===== config.mk =====
export PLATFORM = sky130hd
export DESIGN_NAME = echo_range_moving_average
export DESIGN_NICKNAME = d
export VERILOG_FILES = /design/src/rtl/erma_pkg.sv /design/src/rtl/erma_ring_avg.sv /design/src/rtl/echo_range_moving_average.sv
export SDC_FILE = /design/constraint.sdc
export NUM_CORES = 1
export LEC_CHECK = 0
export BUFFER_PORTS_ARGS = -buffer_cell sky130_fd_sc_hd__buf_2
export CAP_MARGIN = 40
export CORE_MARGIN = 4
export CORE_UTILIZATION = 61
export DETAILED_ROUTE_END_ITERATION = 12
export PLACE_DENSITY = 0.8
export SYNTH_ARGS = -nofsm -noshare
export SYNTH_HDL_FRONTEND = slang
export SYNTH_SLANG_ARGS = --single-unit

===== constraint.sdc =====
create_clock -name clk -period 14.7 [get_ports clk]
set_clock_uncertainty 0.2 [all_clocks]
set_input_delay 4.41 -clock clk [delete_from_list [all_inputs] [get_ports clk]]
set_output_delay 4.41 -clock clk [all_outputs]
set_load 0.1 [all_outputs]

===== src/rtl/erma_pkg.sv =====
// erma_pkg: constants, types and helper functions for the echo range moving average
// used by erma_ring_avg and echo_range_moving_average; no dependencies
`timescale 1ns / 1ps
`default_nettype none

package erma_pkg;

	// field widths
	localparam int TIME_W   = 17;
	localparam int RAW_W    = 12;
	localparam int DIST_W   = 10;
	localparam int DIGIT_W  = 4;

	// ring geometry
	localparam int RING_DEPTH = 4;
	localparam int IDX_W      = (RING_DEPTH > 1) ? $clog2(RING_DEPTH) : 1;
	localparam int SUM_W      = DIST_W + $clog2(RING_DEPTH);

	// register reset value
	localparam logic [DIST_W-1:0] MAX_RANGE_RESET = DIST_W'(400);

	// reciprocal of 58 scaled by 2^20, exact for every 17 bit pulse width
	localparam int                 CM_RECIP_SHIFT = 20;
	localparam logic [14:0]        CM_RECIP       = 15'd18079;
	localparam int                 CM_PROD_W      = TIME_W + 15;

	// stream payload widths, padded to whole bytes
	localparam int IN_DATA_W  = 40;
	localparam int OUT_DATA_W = 40;
	localparam int OUT_PAD_W  = OUT_DATA_W - (RAW_W + 1 + DIST_W + 1 + 3 * DIGIT_W);

	// one result item, lowest field last
	typedef struct packed {
		logic [OUT_PAD_W-1:0] pad;
		logic [DIGIT_W-1:0]   digit_ones;
		logic [DIGIT_W-1:0]   digit_tens;
		logic [DIGIT_W-1:0]   digit_hundreds;
		logic                 average_changed;
		logic [DIST_W-1:0]    average_cm;
		logic                 sample_accepted;
		logic [RAW_W-1:0]     raw_distance_cm;
	} erma_result_t;

	// one measured sample handed to the ring stage
	typedef struct packed {
		logic             valid;
		logic [RAW_W-1:0] raw;
	} erma_sample_t;

	// pulse width in microseconds to distance in cm, truncated
	function automatic logic [RAW_W-1:0] cm_from_width(input logic [TIME_W-1:0] width);
		logic [CM_PROD_W-1:0] prod;
		prod = CM_PROD_W'(width) * CM_PROD_W'(CM_RECIP);
		return RAW_W'(prod >> CM_RECIP_SHIFT);
	endfunction

	// three decimal digits of a 10 bit value, hundreds wrap past 999
	function automatic logic [3*DIGIT_W-1:0] to_digits(input logic [DIST_W-1:0] val);
		logic [20:0] p10;
		logic [16:0] p100;
		logic [6:0]  q10;
		logic [3:0]  q100;
		logic [3:0]  hund;
		logic [3:0]  tens;
		logic [3:0]  ones;
		// x*205 >> 11 is x/10 and x*41 >> 12 is x/100 over the 10 bit range
		p10  = 21'(val) * 21'd205;
		p100 = 17'(val) * 17'd41;
		q10  = 7'(p10 >> 11);
		q100 = 4'(p100 >> 12);
		hund = (q100 >= 4'd10) ? 4'(q100 - 4'd10) : q100;
		tens = 4'(q10 - 7'(q100 * 4'd10));
		ones = 4'(val - DIST_W'(q10 * 4'd10));
		return {hund, tens, ones};
	endfunction

endpackage

`default_nettype wire


===== src/rtl/erma_ring_avg.sv =====
// erma_ring_avg: sample ring, write index, stable distance and the result logic
// depends on erma_pkg
`timescale 1ns / 1ps
`default_nettype none

module erma_ring_avg (
	input  wire                          clk,
	input  wire                          arst_n,
	input  wire erma_pkg::erma_sample_t  sample,
	input  wire logic [erma_pkg::DIST_W-1:0] max_range_cm,
	output erma_pkg::erma_result_t       result
);
	import erma_pkg::*;

	logic [DIST_W-1:0] ring_q [RING_DEPTH];
	logic [IDX_W-1:0]  wr_idx_q;
	logic [DIST_W-1:0] stable_q;

	logic              store;
	logic [DIST_W-1:0] ring_next [RING_DEPTH];
	logic [SUM_W-1:0]  sum;
	logic [DIST_W-1:0] avg;
	logic [IDX_W-1:0]  wr_idx_next;

	// store decision and next ring contents
	always_comb begin
		store = sample.valid && (sample.raw < RAW_W'(max_range_cm));
		for (int i = 0; i < RING_DEPTH; i++) begin
			ring_next[i] = ring_q[i];
			if (store && (wr_idx_q == IDX_W'(i))) begin
				ring_next[i] = DIST_W'(sample.raw);
			end
		end
		if (wr_idx_q == IDX_W'(RING_DEPTH - 1)) begin
			wr_idx_next = '0;
		end else begin
			wr_idx_next = wr_idx_q + 1'b1;
		end
	end

	// ring sum and truncated average over the updated ring
	always_comb begin
		sum = '0;
		for (int i = 0; i < RING_DEPTH; i++) begin
			sum = sum + SUM_W'(ring_next[i]);
		end
		avg = DIST_W'(sum / RING_DEPTH);
	end

	// result fields; stable distance after the update always equals the average
	always_comb begin
		result                 = '0;
		result.raw_distance_cm = sample.raw;
		result.sample_accepted = store;
		result.average_cm      = avg;
		result.average_changed = (avg != stable_q);
		{result.digit_hundreds, result.digit_tens, result.digit_ones} = to_digits(avg);
	end

	// state update once per transaction
	always_ff @(posedge clk or negedge arst_n) begin
		if (!arst_n) begin
			for (int i = 0; i < RING_DEPTH; i++) begin
				ring_q[i] <= '0;
			end
			wr_idx_q <= '0;
			stable_q <= '0;
		end else if (sample.valid) begin
			for (int i = 0; i < RING_DEPTH; i++) begin
				ring_q[i] <= ring_next[i];
			end
			if (store) begin
				wr_idx_q <= wr_idx_next;
			end
			stable_q <= avg;
		end
	end

endmodule

`default_nettype wire


===== src/rtl/echo_range_moving_average.sv =====
// echo_range_moving_average: top level, stream ports, pipeline and range register
// depends on erma_pkg and erma_ring_avg
//
// Usage:
//   s_axis carries one echo measurement per transaction, m_axis one result per
//   measurement, in order. cfg_wr_en with cfg_wr_data writes max_range_cm at the
//   clock edge; write it only while no measurement is in flight.
//   Pipeline: input register, distance register (pulse width divided by 58 via
//   a reciprocal multiply), then the ring update and result register.
//   An accepted input reaches tvalid on m_axis through the input, distance and
//   output registers. Throughput is one transaction per cycle while m_axis does
//   not stall; the ring, its write index and the stable distance are updated in
//   the last stage, so each measurement sees the ring left by the one before it.
//   When the receiver holds m_axis_tready low, the result stays in the output
//   register and the stages behind it keep filling; s_axis_tready falls once
//   all three stages hold an item.
//   Reset clears the ring and the stable distance to zero, the write index to
//   zero, the range register to 400, and empties every stage.
`timescale 1ns / 1ps
`default_nettype none

module echo_range_moving_average (
	input  wire                                  clk,
	input  wire                                  arst_n,
	// config register
	input  wire                                  cfg_wr_en,
	input  wire logic [erma_pkg::DIST_W-1:0]     cfg_wr_data,  // max_range_cm
	// measurement input
	input  wire                                  s_axis_tvalid,
	output logic                                 s_axis_tready,
	input  wire logic [erma_pkg::IN_DATA_W-1:0]  s_axis_tdata,  // rise_time_us, fall_time_us, pad
	// result output
	output logic                                 m_axis_tvalid,
	input  wire                                  m_axis_tready,
	output logic [erma_pkg::OUT_DATA_W-1:0]      m_axis_tdata   // raw_distance_cm, sample_accepted,
	                                                            // average_cm, average_changed,
	                                                            // digit_hundreds, digit_tens,
	                                                            // digit_ones, pad
);
	import erma_pkg::*;

	logic [DIST_W-1:0] max_range_q;

	logic              valid_s1;
	logic [TIME_W-1:0] rise_s1;
	logic [TIME_W-1:0] fall_s1;

	logic              valid_s2;
	logic              ok_s2;
	logic [RAW_W-1:0]  raw_s2;

	logic              out_valid_q;
	erma_result_t      out_q;

	logic              out_free;
	logic              adv2;
	logic              s2_free;
	logic              s1_free;
	logic              in_take;
	logic              fall_ok;
	logic [RAW_W-1:0]  raw_dist;
	erma_sample_t      sample;
	erma_result_t      result;

	// stage flow control
	always_comb begin
		out_free      = !out_valid_q || m_axis_tready;
		adv2          = valid_s2 && out_free;
		s2_free       = !valid_s2 || out_free;
		s1_free       = !valid_s1 || s2_free;
		s_axis_tready = s1_free;
		in_take       = s_axis_tvalid && s1_free;
	end

	// range register
	always_ff @(posedge clk or negedge arst_n) begin
		if (!arst_n) begin
			max_range_q <= MAX_RANGE_RESET;
		end else if (cfg_wr_en) begin
			max_range_q <= cfg_wr_data;
		end
	end

	// input register
	always_ff @(posedge clk or negedge arst_n) begin
		if (!arst_n) begin
			valid_s1 <= 1'b0;
		end else if (s1_free) begin
			valid_s1 <= s_axis_tvalid;
		end
	end

	always_ff @(posedge clk) begin
		if (in_take) begin
			rise_s1 <= s_axis_tdata[TIME_W-1:0];
			fall_s1 <= s_axis_tdata[2*TIME_W-1:TIME_W];
		end
	end

	// pulse width to distance, rejected when fall precedes rise
	always_comb begin
		fall_ok  = (fall_s1 >= rise_s1);
		raw_dist = fall_ok ? cm_from_width(fall_s1 - rise_s1) : '0;
	end

	// distance register
	always_ff @(posedge clk or negedge arst_n) begin
		if (!arst_n) begin
			valid_s2 <= 1'b0;
		end else if (s2_free) begin
			valid_s2 <= valid_s1;
		end
	end

	always_ff @(posedge clk) begin
		if (s2_free && valid_s1) begin
			ok_s2  <= fall_ok;
			raw_s2 <= raw_dist;
		end
	end

	// ring stage sees a sample only when it moves to the output register
	always_comb begin
		sample.valid = adv2 && ok_s2;
		sample.raw   = raw_s2;
	end

	erma_ring_avg u_ring (
		.clk          (clk),
		.arst_n       (arst_n),
		.sample       (sample),
		.max_range_cm (max_range_q),
		.result       (result)
	);

	// output register; a rejected sample arrives with zero distance and is not stored
	always_ff @(posedge clk or negedge arst_n) begin
		if (!arst_n) begin
			out_valid_q <= 1'b0;
		end else if (out_free) begin
			out_valid_q <= valid_s2;
		end
	end

	always_ff @(posedge clk) begin
		if (adv2) begin
			out_q <= result;
		end
	end

	assign m_axis_tvalid = out_valid_q;
	assign m_axis_tdata  = out_q;

endmodule

`default_nettype wire

==> impl.org <==
** Timing
- Number of hold violations in the final report :: 0
- Worst slew margin relative to its limit :: between 40% and 50%
- Number of setup violations in the final report :: 0
- For the pin with the worst max-slew slack, the measured transition is 0.832 ns.
- Final cycle utilization of the critical path :: 96.8%
- Count of final max-slew check failures :: 0
- Across all hold checks on the routed design, the worst slack comes to between 0.2 and 0.3 ns.
- Minimum clock period :: 14.22 ns
- For this run, the top clock speed supported by timing is roughly 70 MHz.
- Adding up every negative setup slack in the final design gives 0 ns.

** Floorplan
- The initial utilization of the core area, before any placement, comes to approximately 62%.
- Placement row count :: 55
- For this design the top-level I/O count stands at 97.
- Die area :: 25800 sq um
- The core region is ~23000 sq um.
- The die is 161 um tall.
- Chip width :: 161 um

** Worst setup path
- Worst R2R Start :: raw_s2[9]$_SDFFCE_PN0P_
- The endpoint identified for the worst register-to-register timing path is m_axis_tdata[31]$_DFFE_PP_.
- By startpoint and endpoint, the worst setup path is classified as input port to register.
- Startpoint Class :: input port
- Data on the critical path arrives at its endpoint at about 14 ns.
- Slack of the worst reg-to-reg path :: roughly 3.4 ns
- End point of the critical path :: m_axis_tdata[31]$_DFFE_PP_
- The most critical setup path has its startpoint at m_axis_tready.
- In this design, the stage delay of the slowest critical-path cell is 0.62 ns.
- STA classifies the critical path endpoint as a register.
- Required time reported for the critical path endpoint :: approximately 15 ns
- Cell type of the slowest stage on the worst timing path :: sky130_fd_sc_hd__or4b_2
- Largest driver fanout on the critical path :: 5
- Depth of the most critical reg-to-reg path :: 45

** CTS
- The clock passes through at most 2 buffers.
- TritonCTS built the clock tree.
- Counting every sink on the clock net gives between 100 and 150.
- Post-CTS Setup Repair Bufs :: 0
- Buffers inserted to repair hold after CTS numbered 0.
- Clock root cell :: sky130_fd_sc_hd__clkbuf_16
- Clock tree synthesis inserted a total of 17 buffers.
- Later-pin clock latency in the skew report :: around 0.43 ns
- The H-tree generated during clock tree synthesis spans 4 levels.
- After clock tree synthesis, the clock-pin slew on the worst setup and hold paths is roughly 0.070 ns.

** Finish
- Layout cells sized above 1 :: 19.4%
- The library cell used most frequently in the layout, excluding fill and tap cells, is sky130_fd_sc_hd__inv_1.
- Final cell count without fillers :: about 1700
- The top cell types in the final layout, fill and taps aside, are 274 x sky130_fd_sc_hd__inv_1, 238 x sky130_fd_sc_hd__ha_1, 127 x sky130_fd_sc_hd__fa_1.
- The final layout contains around 1800 nets.
- 0 antenna diodes ended up in the layout.
- Layout area overhead :: 12.5%
- Number of inserted filler cells in the final layout :: roughly 1600

** Logic synthesis
- Post-synth design cell area :: 14200 sq um
- For this run, the leading register cell type out of synthesis is sky130_fd_sc_hd__edfxtp_1.
- For this run, the number of Yosys warnings is 0.
- In this run the mean area of a mapped cell was 11.1 sq um.
- Share of the yosys chip area belonging to registers :: a little under 30%
- Count of flip-flops with a built-in enable after synthesis :: slightly above 80
- The cell count after synthesis came out at 1278.
- For this run, asynchronously set or reset flops after synthesis account for 44.2%.
- Flops & latches, synth :: roughly 150
- After synthesis, the netlist uses 60 different library cells.

** Run status
- The run finished with clean final reports.

** Drt
- Remaining number of nets flagged by the antenna check after routing :: 0
- After detailed routing, the number of remaining DRC violations is 0.
- Violation count after the first detailed-routing iteration :: just over 400
- Drt first pass iters :: 5
- Wire per inst :: roughly 16 um
- Wires add up to around 28000 um.
- DR vias :: around 9500
- Per-cell via count in the routed design :: approximately 5.4

** Hold path
- The path class of the tightest hold or removal check is register to register.

** Global route
- Antenna violations before repair :: 0
- Summed over all layers, the global routing overflow is 0.
- Largest net degree at the start of global routing :: 66
- Global-route usage over all layers :: around 23%
- The via count of the first global-routing pass came to 10500.
- Wire length of the first global-routing pass :: ~48000 um

** Run
- Across the run, the number of max-cap violations was 0.

** Placement
- During placement, the flow inserted port buffers numbering 86.
- Detailed placement HPWL :: 22100 um
- Weighted congestion at the end of routability-driven global placement :: 0.897
- # placed instances :: 1709
==> layout make-up <==
class                           count  area (sq um)  share of cell area, %
Timing Repair Buffer              137           830                   5.20
Tap cell                          313           392                   2.45
Clock inverter                     14           141                  0.886
Inverter                          274          1030                   6.44
Clock buffer                       18           429                   2.69
Sequential cell                   147          4090                   25.6
Multi-Input combinational cell    839          9050                   56.7
==> per-layer routing <==
layer / track usage, % / routed length, um
met3: 3.52 / 999
met1: 28.8 / 11800
met2: 40.5 / 14200
met5: 0 / 0
met4: 7.63 / 743
==> what timing repair did <==
item	CTS	global route
setup endpoints to repair	0	1
gates resized for setup	0	14
endpoints found under the hold margin	0	0
==> critical path: cells and delay by family <==
| family | cells | cell delay, ns |
|---|---|---|
| AND/OR/NAND/NOR | 4 | 0.99 |
| XOR/XNOR | 9 | 1.39 |
| buffers and inverters | 7 | 0.63 |
| multiplexers | 1 | 0.35 |
| AO/OA/AOI/OAI | 14 | 2.51 |
| adder cells (fa/ha/maj) | 10 | 3.88 |
==> cells in the mapped netlist, drive strengths merged, types with 4 or more instances <==
| cell | n | area [sq um] |
|---|---|---|
| clkbuf | 15 | 57.6 |
| nor2b | 8 | 50.1 |
| o21ai | 39 | 195 |
| and2 | 12 | 75.1 |
| fa | 127 | 2540 |
| buf | 6 | 45.0 |
| a221oi | 4 | 35.0 |
| xor2 | 24 | 210 |
| o31ai | 6 | 45.0 |
| dfrtp | 62 | 1550 |
| o21a | 5 | 37.5 |
| nor2 | 32 | 120 |
| nand2 | 38 | 143 |
| or3 | 4 | 25.0 |
| ha | 240 | 3000 |
| inv | 274 | 1030 |
| nand3 | 9 | 45.0 |
| xnor2 | 48 | 420 |
| mux2 | 82 | 923 |
| a2111oi | 6 | 77.6 |
| nor3b | 4 | 30.0 |
| edfxtp | 82 | 2460 |
| a21o | 18 | 135 |
| or2 | 5 | 31.3 |
| a21oi | 45 | 225 |
| a31oi | 4 | 25.0 |
| nand2b | 6 | 37.5 |
| nand4 | 11 | 68.8 |
| o21bai | 10 | 75.1 |
| nor3 | 9 | 45.0 |
==> worst min path at each step <==
| stage | from | end | slack, ns | cells past startpoint |
|---|---|---|---|---|
| floorplan | valid_s1$_DFFE_PN0N_ | valid_s2$_DFFE_PN0P_ | 0.25 | 1 |
| global placement | valid_s1$_DFFE_PN0N_ | valid_s2$_DFFE_PN0P_ | 0.26 | 1 |
| detailed placement | valid_s1$_DFFE_PN0N_ | valid_s2$_DFFE_PN0P_ | 0.28 | 1 |
| CTS | valid_s1$_DFFE_PN0N_ | valid_s2$_DFFE_PN0P_ | 0.29 | 1 |
| global route | valid_s1$_DFFE_PN0N_ | valid_s2$_DFFE_PN0P_ | 0.30 | 1 |
| finish | valid_s1$_DFFE_PN0N_ | valid_s2$_DFFE_PN0P_ | 0.28 | 1 |
==> state kept, by name, indices dropped and copies added, names as in the netlist, 2 cells and up <==
name and flops:
m_axis_tdata 35, u_ring.wr_idx_q 2, max_range_q 10, u_ring.ring_q 40
fall_s1 17, u_ring.stable_q 10, raw_s2 12, rise_s1 17
==> kinds of logic after synthesis <==
kind of cell	after synthesis	synth area share, %
AOI/OAI and AO/OA	160	7.51
xor gates and xnor gates	72	4.44
adders and majority gates	367	39.1
buffers and inverters	295	7.97
DFF	147	28.8
muxes	82	6.51
other	1	0.0264
and+or+nand+nor	154	5.64
==> metrics by stage <==
| step | worst slack (ns) | utilization [%] | cell area, sq um |
|---|---|---|---|
| 2_1_floorplan | 0.0274 | - | 14200 |
| 3_3_place_gp | 0.130 | 67.1 | 15300 |
| 3_5_place_dp | -0.0964 | 67.2 | 15300 |
| 4_1_cts | 0.278 | 69.7 | 15900 |
| 5_1_grt | -0.00617 | 70.1 | 16000 |
| 6_report | 0.476 | 70.1 | 16000 |
Power is not shown: default switching activity piles up to over one toggle a cycle in this logic, so the estimate is an artifact.
